### config.mk
export PLATFORM = sky130hd
export DESIGN_NAME = hid_command_frame_builder_core
export DESIGN_NICKNAME = d
export VERILOG_FILES = /design/src/rtl/core/hcfb_pkg.sv /design/src/rtl/core/hid_command_frame_builder_core.sv /design/src/rtl/core/hcfb_front.sv /design/src/rtl/core/hcfb_queue.sv /design/src/rtl/core/hcfb_div.sv /design/src/rtl/core/hcfb_back.sv
export SDC_FILE = /design/constraint.sdc
export NUM_CORES = 1
export LEC_CHECK = 0
export BUFFER_PORTS_ARGS = -buffer_cell sky130_fd_sc_hd__buf_2
export CAP_MARGIN = 10
export CORE_ASPECT_RATIO = 1.2
export CORE_MARGIN = 4
export CORE_UTILIZATION = 56
export CTS_CLUSTER_DIAMETER = 80
export CTS_CLUSTER_SIZE = 12
export DETAILED_ROUTE_END_ITERATION = 10
export PLACE_DENSITY = 0.76
export SLEW_MARGIN = 0
export SYNTH_ARGS = -nofsm -noshare
export SYNTH_HDL_FRONTEND = slang
export SYNTH_HIERARCHICAL = 1
export SYNTH_SLANG_ARGS = --single-unit
export TNS_END_PERCENT = 50
### constraint.sdc
create_clock -name clk -period 6.1 [get_ports clk]
set_clock_uncertainty 0.2 [all_clocks]
set_input_delay 0.61 -clock clk [delete_from_list [all_inputs] [get_ports clk]]
set_output_delay 0.61 -clock clk [all_outputs]
set_load 0.01 [all_outputs]
### src/rtl/core/hcfb_pkg.sv
// Shared types, constants and the key code table of the HID command frame builder.
package hcfb_pkg;

  localparam logic [1:0] FUNC_KBD = 2'd0;
  localparam logic [1:0] FUNC_REL = 2'd1;
  localparam logic [1:0] FUNC_ABS = 2'd2;
  localparam logic [1:0] FUNC_NONE = 2'd3;

  localparam logic [7:0] SYNC_0 = 8'h57;
  localparam logic [7:0] SYNC_1 = 8'hAB;
  localparam logic [7:0] ADDR_BYTE = 8'h00;

  localparam logic [7:0] CMD_KBD = 8'h02;
  localparam logic [7:0] CMD_ABS = 8'h04;
  localparam logic [7:0] CMD_REL = 8'h05;

  localparam logic [7:0] LEN_KBD = 8'h08;
  localparam logic [7:0] LEN_REL = 8'h05;
  localparam logic [7:0] LEN_ABS = 8'h07;

  localparam logic [7:0] MODE_REL = 8'h01;
  localparam logic [7:0] MODE_ABS = 8'h02;

  localparam logic [3:0] FRAME_LEN_KBD = 4'd14;
  localparam logic [3:0] FRAME_LEN_REL = 4'd11;
  localparam logic [3:0] FRAME_LEN_ABS = 4'd13;

  localparam int KEY_COUNT = 6;
  localparam int DIV_STEPS = 6;
  localparam int QUEUE_DEPTH = 2;

  localparam logic [15:0] SCREEN_WIDTH_RESET = 16'd1920;
  localparam logic [15:0] SCREEN_HEIGHT_RESET = 16'd1080;

  localparam logic [2:0] REG_SCREEN_WIDTH = 3'd0;
  localparam logic [2:0] REG_SCREEN_HEIGHT = 3'd4;

  typedef struct packed {
    logic [1:0] func;
    logic [7:0] buttons;
    logic [KEY_COUNT-1:0][7:0] usage;
    logic [15:0] pos_x;
    logic [15:0] pos_y;
    logic [7:0] wheel;
  } cmd_t;

  function automatic logic [7:0] key_usage(input logic [7:0] c);
    logic [7:0] u;
    u = 8'h00;
    if (c >= 8'h21 && c <= 8'h24) begin
      u = c + 8'h07;
    end else if (c >= 8'h41 && c <= 8'h5A) begin
      u = c - 8'h3D;
    end else if (c >= 8'h31 && c <= 8'h39) begin
      u = c - 8'h13;
    end else if (c > 8'h60) begin
      u = c - 8'h28;
    end else begin
      case (c)
        8'h30: u = 8'h27;
        8'h20: u = 8'h2C;
        8'h2D: u = 8'h2D;
        8'h3D: u = 8'h2E;
        8'h5B: u = 8'h2F;
        8'h5D: u = 8'h30;
        8'h5C: u = 8'h31;
        8'h3B: u = 8'h33;
        8'h27: u = 8'h34;
        8'h60: u = 8'h35;
        8'h2C: u = 8'h36;
        8'h2E: u = 8'h37;
        8'h2F: u = 8'h38;
        default: u = 8'h00;
      endcase
    end
    return u;
  endfunction

endpackage

### src/rtl/core/hid_command_frame_builder_core.sv
// Top level of the serial HID command frame builder with its register port.
//
// A command request enters on in_valid/in_ready with its kind, button byte,
// six key codes, two positions and wheel. The block answers with the serial
// frame on out_valid/out_ready, one byte per transfer on that channel, and
// raises last_byte on the closing checksum byte. Keyboard frames are 14
// bytes, relative mouse frames 11 and absolute mouse frames 13; kind 3 is
// taken and produces nothing. A command passes the front register and the
// queue, and the back stage offers the first byte from its output register.
// With out_ready held high the output runs one byte per cycle and frames
// follow without a gap while commands are queued; frame length sets the rate.
// Absolute coordinates come from two dividers that resolve two quotient
// bits a cycle and finish before the coordinate bytes are due.
// The APB port holds the screen width at address 0 and height at address 4.
// Reset empties the queue, drops any frame in flight and restores 1920 by
// 1080. When the receiver stalls, the current byte holds and commands queue
// up until in_ready falls.
module hid_command_frame_builder_core #(
  parameter int QUEUE_DEPTH = hcfb_pkg::QUEUE_DEPTH
) (
  input  logic              clk,
  input  logic              rst,
  input  logic              in_valid,
  output logic              in_ready,
  input  logic [1:0]        func,
  input  logic [7:0]        buttons,
  input  logic [7:0]        key_0,
  input  logic [7:0]        key_1,
  input  logic [7:0]        key_2,
  input  logic [7:0]        key_3,
  input  logic [7:0]        key_4,
  input  logic [7:0]        key_5,
  input  logic [15:0]       pos_x,
  input  logic [15:0]       pos_y,
  input  logic signed [7:0] wheel,
  output logic              out_valid,
  input  logic              out_ready,
  output logic [7:0]        frame_byte,
  output logic              last_byte,
  input  logic              psel,
  input  logic              penable,
  input  logic              pwrite,
  input  logic [2:0]        paddr,
  input  logic [31:0]       pwdata,
  output logic [31:0]       prdata,
  output logic              pready
);

  logic [15:0] screen_width;
  logic [15:0] screen_height;
  logic cfg_write;
  logic q_push;
  logic q_ready;
  logic q_pop;
  logic q_valid;
  hcfb_pkg::cmd_t fr_cmd;
  hcfb_pkg::cmd_t q_cmd;

  assign pready = 1'b1;
  assign cfg_write = psel && penable && pwrite && pready;

  always_ff @(posedge clk) begin
    if (rst) begin
      screen_width <= hcfb_pkg::SCREEN_WIDTH_RESET;
      screen_height <= hcfb_pkg::SCREEN_HEIGHT_RESET;
    end else if (cfg_write) begin
      case (paddr)
        hcfb_pkg::REG_SCREEN_WIDTH: screen_width <= pwdata[15:0];
        hcfb_pkg::REG_SCREEN_HEIGHT: screen_height <= pwdata[15:0];
        default: ;
      endcase
    end
  end

  always_comb begin
    case (paddr)
      hcfb_pkg::REG_SCREEN_WIDTH: prdata = {16'h0000, screen_width};
      hcfb_pkg::REG_SCREEN_HEIGHT: prdata = {16'h0000, screen_height};
      default: prdata = 32'h0000_0000;
    endcase
  end

  hcfb_front u_front (
    .clk      (clk),
    .rst      (rst),
    .in_valid (in_valid),
    .in_ready (in_ready),
    .func     (func),
    .buttons  (buttons),
    .key_0    (key_0),
    .key_1    (key_1),
    .key_2    (key_2),
    .key_3    (key_3),
    .key_4    (key_4),
    .key_5    (key_5),
    .pos_x    (pos_x),
    .pos_y    (pos_y),
    .wheel    (wheel),
    .q_ready  (q_ready),
    .push     (q_push),
    .cmd      (fr_cmd)
  );

  hcfb_queue #(
    .DEPTH (QUEUE_DEPTH)
  ) u_queue (
    .clk   (clk),
    .rst   (rst),
    .push  (q_push),
    .din   (fr_cmd),
    .ready (q_ready),
    .pop   (q_pop),
    .valid (q_valid),
    .dout  (q_cmd)
  );

  hcfb_back u_back (
    .clk           (clk),
    .rst           (rst),
    .q_valid       (q_valid),
    .q_cmd         (q_cmd),
    .q_pop         (q_pop),
    .screen_width  (screen_width),
    .screen_height (screen_height),
    .out_valid     (out_valid),
    .out_ready     (out_ready),
    .frame_byte    (frame_byte),
    .last_byte     (last_byte)
  );

`ifndef SYNTHESIS
  a_pop_needs_entry: assert property (@(posedge clk) disable iff (rst)
    q_pop |-> q_valid)
    else $error("Back stage took a command from an empty queue.");

  a_push_needs_space: assert property (@(posedge clk) disable iff (rst)
    q_push |-> q_ready)
    else $error("Front stage wrote into a full queue.");

  a_reset_clears_output: assert property (@(posedge clk)
    rst |=> !out_valid && !q_valid)
    else $error("Output or queue still valid after reset.");
`endif

endmodule

### src/rtl/core/hcfb_front.sv
// Front stage: accepts requests, drops unused kinds and maps key codes to usages.
module hcfb_front (
  input  logic              clk,
  input  logic              rst,
  input  logic              in_valid,
  output logic              in_ready,
  input  logic [1:0]        func,
  input  logic [7:0]        buttons,
  input  logic [7:0]        key_0,
  input  logic [7:0]        key_1,
  input  logic [7:0]        key_2,
  input  logic [7:0]        key_3,
  input  logic [7:0]        key_4,
  input  logic [7:0]        key_5,
  input  logic [15:0]       pos_x,
  input  logic [15:0]       pos_y,
  input  logic signed [7:0] wheel,
  input  logic              q_ready,
  output logic              push,
  output hcfb_pkg::cmd_t    cmd
);

  logic fr_valid;
  hcfb_pkg::cmd_t cmd_next;
  logic accept;

  assign push = fr_valid && q_ready;
  assign in_ready = !fr_valid || q_ready;
  assign accept = in_valid && in_ready;

  always_comb begin
    cmd_next.func = func;
    cmd_next.buttons = buttons;
    cmd_next.usage[0] = hcfb_pkg::key_usage(key_0);
    cmd_next.usage[1] = hcfb_pkg::key_usage(key_1);
    cmd_next.usage[2] = hcfb_pkg::key_usage(key_2);
    cmd_next.usage[3] = hcfb_pkg::key_usage(key_3);
    cmd_next.usage[4] = hcfb_pkg::key_usage(key_4);
    cmd_next.usage[5] = hcfb_pkg::key_usage(key_5);
    cmd_next.pos_x = pos_x;
    cmd_next.pos_y = pos_y;
    cmd_next.wheel = wheel;
  end

  always_ff @(posedge clk) begin
    if (rst) begin
      fr_valid <= 1'b0;
    end else if (accept) begin
      fr_valid <= (func != hcfb_pkg::FUNC_NONE);
    end else if (push) begin
      fr_valid <= 1'b0;
    end
  end

  always_ff @(posedge clk) begin
    if (accept) begin
      cmd <= cmd_next;
    end
  end

endmodule

### src/rtl/core/hcfb_queue.sv
// Small command queue between the front and back stages.
module hcfb_queue #(
  parameter int DEPTH = hcfb_pkg::QUEUE_DEPTH
) (
  input  logic           clk,
  input  logic           rst,
  input  logic           push,
  input  hcfb_pkg::cmd_t din,
  output logic           ready,
  input  logic           pop,
  output logic           valid,
  output hcfb_pkg::cmd_t dout
);

  localparam int AW = (DEPTH > 1) ? $clog2(DEPTH) : 1;
  localparam int CW = $clog2(DEPTH + 1);
  localparam logic [AW-1:0] LAST_PTR = AW'(DEPTH - 1);
  localparam logic [CW-1:0] FULL_COUNT = CW'(DEPTH);

  hcfb_pkg::cmd_t mem [DEPTH];
  logic [AW-1:0] wr_ptr;
  logic [AW-1:0] rd_ptr;
  logic [CW-1:0] count;

  assign ready = (count != FULL_COUNT);
  assign valid = (count != '0);
  assign dout = mem[rd_ptr];

  always_ff @(posedge clk) begin
    if (rst) begin
      wr_ptr <= '0;
      rd_ptr <= '0;
      count <= '0;
    end else begin
      if (push) begin
        wr_ptr <= (wr_ptr == LAST_PTR) ? '0 : wr_ptr + 1'b1;
      end
      if (pop) begin
        rd_ptr <= (rd_ptr == LAST_PTR) ? '0 : rd_ptr + 1'b1;
      end
      if (push && !pop) begin
        count <= count + 1'b1;
      end else if (pop && !push) begin
        count <= count - 1'b1;
      end
    end
  end

  always_ff @(posedge clk) begin
    if (push) begin
      mem[wr_ptr] <= din;
    end
  end

endmodule

### src/rtl/core/hcfb_div.sv
// Radix-4 restoring divider that scales a position by 4096 over the screen size.
module hcfb_div (
  input  logic        clk,
  input  logic        rst,
  input  logic        start,
  input  logic [15:0] dividend,
  input  logic [15:0] divisor,
  output logic        done,
  output logic [11:0] quot
);

  localparam int CNT_W = $clog2(hcfb_pkg::DIV_STEPS);
  localparam logic [CNT_W-1:0] LAST_STEP = CNT_W'(hcfb_pkg::DIV_STEPS - 1);

  logic busy;
  logic sat;
  logic [CNT_W-1:0] cnt;
  logic [15:0] rem;
  logic [11:0] q;
  logic [16:0] r1;
  logic [15:0] r1s;
  logic [16:0] r2;
  logic [15:0] r2s;
  logic b1;
  logic b2;

  always_comb begin
    r1 = {rem, 1'b0};
    b1 = (r1 >= {1'b0, divisor});
    r1s = b1 ? 16'(r1 - {1'b0, divisor}) : r1[15:0];
    r2 = {r1s, 1'b0};
    b2 = (r2 >= {1'b0, divisor});
    r2s = b2 ? 16'(r2 - {1'b0, divisor}) : r2[15:0];
  end

  assign done = !busy;
  assign quot = sat ? 12'hFFF : q;

  always_ff @(posedge clk) begin
    if (rst) begin
      busy <= 1'b0;
      cnt <= '0;
    end else if (start) begin
      busy <= 1'b1;
      cnt <= '0;
    end else if (busy) begin
      cnt <= cnt + 1'b1;
      if (cnt == LAST_STEP) begin
        busy <= 1'b0;
      end
    end
  end

  always_ff @(posedge clk) begin
    if (start) begin
      sat <= (dividend >= divisor);
      rem <= dividend;
      q <= '0;
    end else if (busy) begin
      rem <= r2s;
      q <= {q[9:0], b1, b2};
    end
  end

endmodule

### src/rtl/core/hcfb_back.sv
// Back stage: serializes one command into frame bytes with a running checksum.
module hcfb_back (
  input  logic           clk,
  input  logic           rst,
  input  logic           q_valid,
  input  hcfb_pkg::cmd_t q_cmd,
  output logic           q_pop,
  input  logic [15:0]    screen_width,
  input  logic [15:0]    screen_height,
  output logic           out_valid,
  input  logic           out_ready,
  output logic [7:0]     frame_byte,
  output logic           last_byte
);

  hcfb_pkg::cmd_t cmd;
  logic busy;
  logic [3:0] idx;
  logic [7:0] sum;
  logic [3:0] len;
  logic is_last;
  logic [7:0] field_byte;
  logic [7:0] byte_out;
  logic avail;
  logic adv;
  logic emit;
  logic load;
  logic div_start;
  logic x_done;
  logic y_done;
  logic [11:0] x_val;
  logic [11:0] y_val;

  assign div_start = load && (q_cmd.func == hcfb_pkg::FUNC_ABS);

  hcfb_div u_div_x (
    .clk      (clk),
    .rst      (rst),
    .start    (div_start),
    .dividend (q_cmd.pos_x),
    .divisor  (screen_width),
    .done     (x_done),
    .quot     (x_val)
  );

  hcfb_div u_div_y (
    .clk      (clk),
    .rst      (rst),
    .start    (div_start),
    .dividend (q_cmd.pos_y),
    .divisor  (screen_height),
    .done     (y_done),
    .quot     (y_val)
  );

  always_comb begin
    case (cmd.func)
      hcfb_pkg::FUNC_KBD: len = hcfb_pkg::FRAME_LEN_KBD;
      hcfb_pkg::FUNC_REL: len = hcfb_pkg::FRAME_LEN_REL;
      default:            len = hcfb_pkg::FRAME_LEN_ABS;
    endcase
  end

  always_comb begin
    field_byte = 8'h00;
    case (idx)
      4'd0: field_byte = hcfb_pkg::SYNC_0;
      4'd1: field_byte = hcfb_pkg::SYNC_1;
      4'd2: field_byte = hcfb_pkg::ADDR_BYTE;
      default: begin
        case (cmd.func)
          hcfb_pkg::FUNC_KBD: begin
            case (idx)
              4'd3:  field_byte = hcfb_pkg::CMD_KBD;
              4'd4:  field_byte = hcfb_pkg::LEN_KBD;
              4'd5:  field_byte = cmd.buttons;
              4'd7:  field_byte = cmd.usage[0];
              4'd8:  field_byte = cmd.usage[1];
              4'd9:  field_byte = cmd.usage[2];
              4'd10: field_byte = cmd.usage[3];
              4'd11: field_byte = cmd.usage[4];
              4'd12: field_byte = cmd.usage[5];
              default: field_byte = 8'h00;
            endcase
          end
          hcfb_pkg::FUNC_REL: begin
            case (idx)
              4'd3: field_byte = hcfb_pkg::CMD_REL;
              4'd4: field_byte = hcfb_pkg::LEN_REL;
              4'd5: field_byte = hcfb_pkg::MODE_REL;
              4'd6: field_byte = cmd.buttons;
              4'd7: field_byte = cmd.pos_x[7:0];
              4'd8: field_byte = cmd.pos_y[7:0];
              4'd9: field_byte = cmd.wheel;
              default: field_byte = 8'h00;
            endcase
          end
          default: begin
            case (idx)
              4'd3:  field_byte = hcfb_pkg::CMD_ABS;
              4'd4:  field_byte = hcfb_pkg::LEN_ABS;
              4'd5:  field_byte = hcfb_pkg::MODE_ABS;
              4'd6:  field_byte = cmd.buttons;
              4'd7:  field_byte = x_val[7:0];
              4'd8:  field_byte = {4'h0, x_val[11:8]};
              4'd9:  field_byte = y_val[7:0];
              4'd10: field_byte = {4'h0, y_val[11:8]};
              4'd11: field_byte = cmd.wheel;
              default: field_byte = 8'h00;
            endcase
          end
        endcase
      end
    endcase
  end

  assign is_last = (idx == len - 4'd1);
  assign byte_out = is_last ? sum : field_byte;
  assign avail = busy && ((cmd.func != hcfb_pkg::FUNC_ABS) || (idx < 4'd7) ||
                          (x_done && y_done));
  assign adv = !out_valid || out_ready;
  assign emit = adv && avail;
  assign load = q_valid && (!busy || (emit && is_last));
  assign q_pop = load;

  always_ff @(posedge clk) begin
    if (rst) begin
      busy <= 1'b0;
      out_valid <= 1'b0;
      idx <= '0;
    end else begin
      if (emit) begin
        out_valid <= 1'b1;
        idx <= idx + 1'b1;
        if (is_last) begin
          busy <= 1'b0;
        end
      end else if (adv) begin
        out_valid <= 1'b0;
      end
      if (load) begin
        busy <= 1'b1;
        idx <= '0;
      end
    end
  end

  always_ff @(posedge clk) begin
    if (emit) begin
      frame_byte <= byte_out;
      last_byte <= is_last;
      sum <= sum + byte_out;
    end
    if (load) begin
      cmd <= q_cmd;
      sum <= '0;
    end
  end

endmodule

## Word-level counts from Yosys, hierarchy flattened

Memories as Yosys holds them, arrays and structs flattened. A register that Yosys moved wholly into a read port is not among the register bits.
Cells that the tools add are included.

- Output and inout port bits: 44
- Bits in latches: 0
- Bits in writable memories: 196
- Register bits after elaboration: 306
- Input port bits: 140
- Memories: 1
- Bits in read-only memories: 0

Memory list:

| name | words | bits a word | read ports | clocked after Yosys merged registers in | write ports | RTL line | text |
|---|---|---|---|---|---|---|---|
| u_queue.mem | 2 | 98 | 1 | 1 | 1 | hcfb_queue.sv:20 | `hcfb_pkg::cmd_t mem [DEPTH];` |

- Reductions and logical operators: 59
- Equality and inequality tests: 99
- Add/sub/neg operators: 37
- Muxes and demuxes: 69
- Multipliers: 0
- Bitwise operators: 0
- Divide/modulo/power cells: 0
- Shift-type cells: 0
- $lt $le $gt $ge: 49

Operators by type and width:

| cell | count |
|---|---|
| $pmux 6 s13 | 6 |
| $eq 8x6->1 const B | 54 |
| $mux 8 | 25 |
| $eq 8x7->1 const B | 24 |
| $pmux 8 s9 | 2 |
| $mux 16 | 8 |
| $ge 8x6->1 const B | 12 |
| $le 8x6->1 const B | 12 |
| $sub 8x6->8 const B | 12 |
| $ge 17x16->1 | 4 |
| $sub 16x16->16 | 4 |
| $add 8x3->8 const B | 6 |
| $ge 8x7->1 const B | 6 |
| $gt 8x7->1 const B | 6 |
| $le 8x7->1 const B | 6 |
| $pmux 8 s6 | 1 |
| $sub 8x5->8 const B | 6 |
| $ge 16x16->1 | 2 |
| $pmux 16 s2 | 1 |
| $logic_and 1x1->1 | 30 |
| $mux 12 | 2 |
| $pmux 8 s3 | 1 |
| $eq 4x4->1 const B | 5 |
| $mux 1 | 19 |
| 27 further kinds | 59 |

## Depth between registers and ports, before layout

Gate-level depths: netlist of run 1.

- Depth after elaboration: 11
- Mapped depth: 20
- Gate-level depth less buffers: 18

## Cells and area by module

Netlist of run 1, hierarchy kept.

Modules (own cells, without submodules):

| module | cells each | area each (um^2) | sequential area each (um^2) | instances |
|---|---|---|---|---|
| hcfb_front | 871 | 7881.3 | 2962.8 | 1 |
| hcfb_div | 445 | 3726.1 | 830.8 | 2 |
| hcfb_queue | 327 | 7352.1 | 5985.7 | 1 |
| hcfb_back | 396 | 4863.4 | 3012.9 | 1 |
| hid_command_frame_builder_core | 191 | 1757.9 | 640.6 | 1 |

## Least setup slack after synthesis of run 1

Ideal clock, no wire load.

- Path kind: register to register
- Start point: register u_queue.count[0]
- End point: memory u_queue/mem[0][0] in the netlist's numbering (enable)
- Buffers on the path: 0
- Cell stages (with the launch flop): 4
- Data required time: 5.333 ns
- Setup time: 0.567 ns
- Slack: 0.339 ns
- Period minus slack after synthesis: 5.761 ns
- Arrival time: 4.993 ns
- Cell sequence: dfxtp_1 nand2b_1 and2_1 nor2b_1

- Cells in the longest elaborated chain, start to end: 4

RTL lines:

| what | RTL line | text |
|---|---|---|
| start: declaration | hcfb_queue.sv:23 | `logic [CW-1:0] count;` |
| start signal: assignment | hcfb_queue.sv:42 | `count <= count + 1'b1;` |
| start signal: assignment | hcfb_queue.sv:44 | `count <= count - 1'b1;` |
| $ne 2x2->1 | hcfb_queue.sv:25 | `assign ready = (count != FULL_COUNT);` |
| net q_ready | hid_command_frame_builder_core.sv:53 | `logic q_ready;` |
| $logic_and 1x1->1 | hcfb_front.sv:27 | `assign push = fr_valid && q_ready;` |
| net q_push | hid_command_frame_builder_core.sv:52 | `logic q_push;` |
| $mux 1 | hcfb_queue.sv:50 | `if (push) begin` |
| $mux 1 (implied by the code) | hcfb_queue.sv:51 | `mem[wr_ptr] <= din;` |
| end: declaration | hcfb_queue.sv:20 |  |

The timed path passes the listed nets, and every way through them passes these cells.

## Worst setup path after layout of run 1

- Start point: register screen_width[1]
- End point: register u_back.u_div_x.rem[9], data pin

- Cells in the longest elaborated chain, start to end: 6
- Elaborated cells between the ends (all ways): 8

RTL lines:

| what | RTL line | text |
|---|---|---|
| start: declaration | hid_command_frame_builder_core.sv:49 | `logic [15:0] screen_width;` |
| start signal: assignment | hid_command_frame_builder_core.sv:64 | `screen_width <= hcfb_pkg::SCREEN_WIDTH_RESET;` |
| start signal: assignment | hid_command_frame_builder_core.sv:68 | `hcfb_pkg::REG_SCREEN_WIDTH: screen_width <= pwdata[15:0];` |
| $sub 16x16->16 / $ge 17x16->1 (equally long branches) | hcfb_div.sv:30, hcfb_div.sv:29 |  |
| $mux 16 | hcfb_div.sv:30 | `r1s = b1 ? 16'(r1 - {1'b0, divisor}) : r1[15:0];` |
| $sub 16x16->16 / $ge 17x16->1 (equally long branches) | hcfb_div.sv:33, hcfb_div.sv:32 |  |
| $mux 16 * | hcfb_div.sv:33 | `r2s = b2 ? 16'(r2 - {1'b0, divisor}) : r2[15:0];` |
| $mux 16 * | hcfb_div.sv:59 | `end else if (busy) begin` |
| $mux 16 * | hcfb_div.sv:55 | `if (start) begin` |
| end signal: assignment | hcfb_div.sv:57 | `rem <= dividend;` |
| end signal: assignment | hcfb_div.sv:60 | `rem <= r2s;` |
| end: declaration | hcfb_div.sv:18 | `logic [15:0] rem;` |

Mark *: on every way between the ends. The rest lies on a longest branch, timed or not. The select of a mux whose other input is x is not followed.
A chain may end at the register's enable or synchronous reset.

==> out/metrics.yaml, run 1 <==
run_status:
  status: "completed"
clocking:
  clock-sinks: 503
  clk_latency_ns: 0.56
  cts_setup_buffers: 0
  cts_tree: "done"
  clockBufferDepth: 3
  clockRootBuffer: "clkbuf_16"
  htree_levels: 2
  cts_buffers: 47
  clk_pin_slew_ns: 0.06
  cts-resized-gates: 0
  hold_buffers: 0
yosys:
  synthTopCellsByArea: "edfxtp_1 43%, ha_1 6.9%, dfxtp_1 5.7%, mux2_2 3.5%, mux2i_1 3.4%"
  ys_seq_area_share_pct: 48.7
  avgSynthCellArea_um2: 11.0
  synth_cell_types: 108
  syn_inst: 2675
  yosysWarnings: 6
  syn_area_um2: 29300
  synth_flop_cell: "edfxtp_1"
  synth_top_area_share_pct: 42.9
  synth_edf_count: 419
  ys_ff_latch: 503
  async_flop_share_pct: 0
  yosys.area.top_type: "edfxtp_1"
setup_path:
  worst_path_largest_cell_delay_ns: 0.51
  cp.required_ns: 6.16
  cp-start-kind: "register"
  cp_common_cell: "ha_1"
  rr_worst_depth: 20
  cp_slowest_cell: "or4_4"
  arrival_ns: 5.56
  crit_chain: "inv_1, ha_1, ha_1, nand2_1, or4_4, nor4b_4, a32oi_4, buf_4, nor2_1, a21oi_2, ha_1, nor2_1, a31oi_1, a41o_1, o2111ai_1, nand2_1, nor3_2, buf_4, mux2i_1, a21oi_1"
  crit_path_end_kind: "register"
  critical_path_class: "register to register"
  path_max_fanout: 21
route:
  viasPerCell: 6.10
  drc: 0
  drtIter0Drc: 1728
  met3_length_mm: 3.59
  maxUsedRoutingLayer: "met4"
  drt_pass1_iterations: 6
  met2_length_mm: 34.5
  wl_per_cell_um: 19.8
  detail-route-antenna-nets: 0
  wirelength_mm: 69.3
  via_count: 21300
  m1WireLength_mm: 28.2
floorplanning:
  dieArea_um2: 56100
  row_count: 91
  coreArea_um2: 51600
  start_util_pct: 56.8
  die_w_um: 217
  die_h_um: 259
  ios: 184
final_layout:
  layout.area.seq_um2: 14300
  final_layout_size_suffix_gt1_share_pct: 15.5
  nets: 3065
  diodes: 0
  multiInputGateArea_um2: 14000
  final_cells: 3497
  area_growth_pct: 8.50
  design_area_um2: 31800
  fill_cells: 4166
timing:
  finalCritPeriodShare_pct: 90.1
  fin_tns_setup_ns: 0
  fin_crit_ns: 5.49
  setup_viol_count_final: 0
  drv_slew: 0
  finalHoldViolCount: 0
  worstMarginPinSlew_ns: 1.13
  max_clock_freq_mhz: 182
  maxSlewHeadroom_pct: 24.2
  rsz0062_at_grt: "false"
  fin_ws_ns: 0.606
min_path:
  hold_depth: 1
  worstHoldPathType: "input pin to register"
global_route:
  grt_util_all_layers_pct: 23.8
  grt_max_degree: 72
  grt_pass1_vias: 21000
  grt_pass1_wl_mm: 110
  globalRoute.totalOverflow: 0
  antenna_found_initial: 0
placed_design:
  pre_cts_ws_ns: 0.713
  place_area_um2: 30400
  dpl.cell_count: 3409
  io_buffers: 150
  globalplace.congestion: 0.965
  place_hpwl_mm: 49.8
pwr:
  p_seq_share_pct: 35.8
  p_int_mw: 8.93
  p_comb_share_pct: 45.4
  p_clk_share_pct: 18.8
  leakage_nw: 11.7
  p_sw_mw: 5.35
  cellPowerDensity_nw_per_um2: 449
  p_sw_share_pct: 37.5
  power_mw: 14.3
  irDropWorstVdd_mv: 0.308
run:
  maxCapViolations: 0
-- layer usage --
metal  vias to the layer above  global-route usage, %
met3                       159                   2.40
met2                       793                   42.3
li1                      10200                      -
met1                     10200                   30.0
met4                         0                   9.54
met5                         -                      0
-- critical path: cells and delay by family, from the launching register on --
family          cells  cell delay [ns]
flops               1             0.44
fa+ha+maj           3             0.79
buf+inv             3             0.81
mux                 1             0.25
compound gates      6             1.21
simple gates        7             1.49
-- path summary, 6_finish.rpt --
check / startpoint / endpoint / slack [ns]
worst max-delay path: screen_width[1] / u_back/u_div_x/rem[9] / 0.61
worst min-delay path: pos_x[1] / u_front/cmd[25] / 0.02
worst max register to register: screen_width[1] / u_back/u_div_x/rem[9] / 0.61
worst min register to register: u_front/cmd[26] / u_queue/mem[0][26] / 0.24
-- area by class of cell --
type | instances | share of cell area, %
Clock buffer | 87 | 4.30
Tap cell | 697 | 2.74
Multi-Input combinational cell | 1930 | 43.9
Timing Repair Buffer | 171 | 2.86
Clock inverter | 1 | 0.0630
Inverter | 108 | 1.27
Sequential cell | 503 | 44.9
-- sequential cells by signal, summed over array words and instances (netlist names), 2 cells and up, named ones only --
register            cells
u_back/u_div_x/rem     16
screen_height          16
u_back/u_div_y/q       12
u_back/u_div_x/cnt      3
u_back/frame_byte       8
u_back/idx              4
u_back/u_div_y/cnt      3
screen_width           16
u_back/sum              8
u_front/cmd            98
u_queue/mem           196
u_back/cmd             82
u_back/u_div_y/rem     16
u_queue/count           2
u_back/u_div_x/q       12
-- layout by cell type (no fill, tap or decap), types with 23 or more instances in the layout --
master,synthesis,layout
a21o_1,34,34
a21oi_1,140,140
a22oi_1,23,23
a31oi_1,42,42
buf_2,22,150
clkbuf_1,82,38
clkbuf_16,0,49
dfxtp_1,84,83
edfxtp_1,419,419
ha_1,161,161
inv_1,106,106
mux2_2,91,91
mux2i_1,100,100
nand2_1,155,155
nand2b_1,64,64
nand3_1,71,71
nor2_1,238,238
nor2b_1,26,25
nor3_1,48,48
o211ai_1,24,24
o21ai_0,125,125
or2_2,32,32
xnor2_1,54,54
xor2_1,33,33
-- synthesized netlist by cell type (all sizes together) (9+ instances only) --
| cell type | instances |
|---|---|
| edfxtp | 419 |
| nor2 | 239 |
| ha | 161 |
| a21oi | 156 |
| nand2 | 155 |
| o21ai | 144 |
| mux2 | 113 |
| inv | 107 |
| mux2i | 100 |
| dfxtp | 84 |
| clkbuf | 82 |
| nand3 | 71 |
| buf | 67 |
| nand2b | 64 |
| xnor2 | 54 |
| nor3 | 51 |
| a31oi | 42 |
| or2 | 35 |
| a21o | 34 |
| xor2 | 33 |
| nor2b | 26 |
| o211ai | 26 |
| a211oi | 23 |
| a22oi | 23 |
| o21a | 21 |
| nor4 | 18 |
| o21bai | 18 |
| o22ai | 18 |
| o31ai | 18 |
| and2 | 16 |
| nand4 | 14 |
| and3 | 13 |
| o221ai | 12 |
| o311ai | 12 |
| a22o | 11 |
| nor3b | 11 |
| a211o | 10 |
| a221oi | 10 |
| a32oi | 10 |
| nor4b | 10 |
| a2111oi | 9 |
| or4b | 9 |
-- power by group through the flow --
stage | clock, mW | combinational, mW | sequential [mW]
finish | 2.69 | 6.48 | 5.10
global route | 2.90 | 7.13 | 5.15
CTS | 2.75 | 6.39 | 5.10
detailed placement | 0 | 6.35 | 5.16
global placement | 0 | 6.15 | 5.14
floorplan | 0 | 5.15 | 4.96
-- kinds of logic (layout without fill, tap and decap cells) --
family | after synthesis | in the layout | synth area share (%)
other | 2 | 17 | 0.0256
DFF | 503 | 503 | 48.7
buffers and inverters | 257 | 367 | 3.96
xor gates and xnor gates | 87 | 87 | 2.60
muxes | 213 | 213 | 8.04
adders and majority gates | 166 | 166 | 7.15
AOI/OAI and AO/OA | 666 | 666 | 15.8
and+or+nand+nor | 781 | 781 | 13.8
-- through the flow --
stage | util, % | hold WS (ns)
floorplan | - | 0.221
global placement | 59.0 | 0.224
detailed placement | 59.0 | 0.230
CTS | 61.6 | 0.00133
global route | 61.6 | 0.00299
finish | 61.6 | 0.0205
(Power assumes the default switching activity.)
==> run 2: changes to the inputs <==
Settings changed: CORE_ASPECT_RATIO 1.2 to default.
==> run 2 against run 1 <==
Effect of this change: register-to-register slack about the same; final cell count increased by 0.49%; utilization increased by 0.56 points; die area about the same; critical path type unchanged; largest cell class unchanged; highest routed layer unchanged.
==> out/metrics.yaml, run 2 (synthesis results as in run 1) <==
run_status:
  status: "completed"
setup_path:
  r2r-end: "u_back/u_div_x/rem[14]"
  crit_chain: "inv_1, ha_1, ha_1, nand2_1, or4_4, nor4b_4, a32oi_4, mux2_2, ha_1, and3_1, a221oi_1, o211ai_1, o311a_1, o21a_1, o21a_1, or3_1, a31oi_1"
  worst_path_largest_cell_delay_ns: 0.51  # about the same
  cp.required_ns: 6.32  # +0.16 ns
  critical_path_class: "register to register"
  crit_buf_inv: 1  # -2
  rr_worst_depth: 17  # -15%
  reg2reg_setup_slack_ns: 0.62  # about the same
  cp_slowest_cell: "a32oi_4"
  arrival_ns: 5.70  # +0.14 ns
  cp_common_cell: "ha_1"
  crit_path_end_kind: "register"
  path_max_fanout: 11  # -48%
  cp-start-kind: "register"
  cp_num_cells: 17  # -15%
  path_delay_family: "compound AO/OA/AOI/OAI gates"
  reg2reg_from: "screen_width[1]"
final_layout:
  diodes: 0  # unchanged
  nets: 3098  # +1.1%
  top_regs: "u_queue/mem (196), u_front/cmd (98), u_back/cmd (82)"
  area_growth_pct: 9.55
  largest_reg_flops: 196  # unchanged
  final_layout_size_suffix_gt1_share_pct: 15.4  # -0.080 points
  multiInputGateArea_um2: 14000  # unchanged
  mostFrequentLayoutCell: "edfxtp_1"
  design_area_um2: 32100  # +0.97%
  final_cells: 3514  # +0.49%
  mostFrequentLayoutCells: "419 x edfxtp_1, 238 x nor2_1, 161 x ha_1"
  layout.area.seq_um2: 14300  # unchanged
  largest_register: "u_queue/mem"
  fin_util_pct: 62.2  # +0.56 points
  fill_cells: 4048  # -2.8%
placed_design:
  globalplace.congestion: 0.945  # -2.1%
  place_area_um2: 30400  # about the same
  io_buffers: 150  # unchanged
  pre_cts_ws_ns: 0.735  # +0.0216 ns
  place_hpwl_mm: 49.0  # -1.6%
  dpl.cell_count: 3392  # -0.50%
timing:
  fin_ws_ns: 0.618  # +0.0118 ns
  fin_tns_setup_ns: 0  # unchanged
  worstMarginPinSlew_ns: 1.15  # +0.0214 ns
  setup_viol_count_final: 0  # unchanged
  max_clock_freq_mhz: 182  # +0.21%
  finalHoldViolCount: 0  # unchanged
  maxSlewHeadroom_pct: 23.1  # -1.0 points
  finalCritPeriodShare_pct: 89.9  # -0.19 points
  rsz0062_at_grt: "false"
  drv_slew: 0  # unchanged
  holdWs_ns: 0.0322  # +0.0117 ns
  fin_crit_ns: 5.48  # -0.0118 ns
route:
  drt_pass1_iterations: 6  # unchanged
  drc: 0  # unchanged
  drtIter0Drc: 1846  # +6.8%
  detail-route-antenna-nets: 0  # unchanged
  wirelength_mm: 69.1  # -0.39%
  wl_per_cell_um: 19.7  # -0.87%
  viasPerCell: 6.13  # +0.53%
  via_count: 21600  # +1.0%
clocking:
  clk_latency_ns: 0.58  # +0.02 ns
  clk_pin_slew_ns: 0.06  # about the same
  cts_buffers: 48  # +2.1%
  clock-sinks: 503  # unchanged
  htree_levels: 2  # unchanged
  clockBufferDepth: 3  # unchanged
  cts-resized-gates: 0  # unchanged
  clockRootBuffer: "clkbuf_16"
  cts_setup_buffers: 0  # unchanged
  cts_tree: "done"
pwr:
  cellPowerDensity_nw_per_um2: 444  # -0.98%
  leakage_nw: 11.8  # +1.2%
  irDropWorstVdd_mv: 0.324  # +5.2%
  power_mw: 14.3  # about the same
floorplanning:
  ios: 184  # unchanged
  coreArea_um2: 51600  # about the same
  row_count: 83  # -8.8%
  start_util_pct: 56.8  # about the same
  die_w_um: 237  # +9.2%
  die_h_um: 237  # -8.4%
  dieArea_um2: 56100  # about the same
global_route:
  grt_max_degree: 76  # +5.6%
  grt_pass1_vias: 20700  # -1.4%
  grt_pass1_wl_mm: 109  # -0.95%
  grt_util_all_layers_pct: 23.6  # -0.28 points
  antenna_found_initial: 0  # unchanged
  globalRoute.totalOverflow: 0  # unchanged
min_path:
  hold_depth: 1  # unchanged
  hold_end: "u_front/cmd[92]"
  min-delay-start: "buttons[4]"
  worstHoldPathType: "input pin to register"
run:
  maxCapViolations: 0  # unchanged
==> run 2: cell types whose count changed in the layout (fill, tap and decap cells not counted) <==
cell           previous run  this run
clkbuf_1                 38        37
clkinvlp_4                0         1
inv_16                    1         0
dlygate4sd3_1             0        32
inv_6                     0         3
==> run 2: final cells by class <==
type	instances	area share, %
flip-flops and latches	503	44.4
multi-input cells	1930	43.5
clock buffers	86	4.25
repair buffers	203	3.83
well taps	680	2.65
inverters	108	1.26
clock inverters	4	0.105
==> run 2: layer usage <==
metal	global-route usage, %	vias up	wire [um]
met5	0	-	0
met4	6.69	0	1940
met3	3.47	128	4700
met2	39.8	938	33400
met1	31.9	10200	29000
li1	-	10300	-
==> run 2: worst max-delay path by stage <==
stage	start	to	slack, ns
6_report	screen_width[1]	u_back/u_div_x/rem[14]	0.62
5_1_grt	screen_height[7]	u_back/u_div_y/rem[6]	0.32
4_1_cts	screen_width[1]	u_back/u_div_x/rem[14]	0.70
3_5_place_dp	screen_width[1]	u_back/u_div_x/rem[14]	0.73
3_3_place_gp	screen_width[1]	u_back/u_div_x/rem[14]	0.81
2_1_floorplan	u_queue/count[0]	u_queue/mem[0][0]	0.34
==> run 2: what timing repair did <==
action	in CTS	in global routing
hold endpoints to repair	32	0
setup endpoints to repair	0	0
hold buffers	32	0
==> run 2: power by group <==
| group | total (mW) | internal, mW | leakage (nW) | switching, mW |
|---|---|---|---|---|
| registers | 5.08 | 4.69 | 4.60 | 0.386 |
| clock network | 2.71 | 1.51 | 0.661 | 1.20 |
| logic | 6.49 | 2.74 | 6.57 | 3.75 |
| total | 14.3 | 8.94 | 11.8 | 5.33 |
==> run 2: worst register-to-register path, delay by kind of cell, from the launching register on <==
| family | cells | cell delay, ns |
|---|---|---|
| AO/OA/AOI/OAI | 7 | 1.98 |
| AND/OR/NAND/NOR | 5 | 1.28 |
| adder cells (fa/ha/maj) | 3 | 0.82 |
| flip-flops | 1 | 0.45 |
| multiplexers | 1 | 0.44 |
| buffers and inverters | 1 | 0.17 |
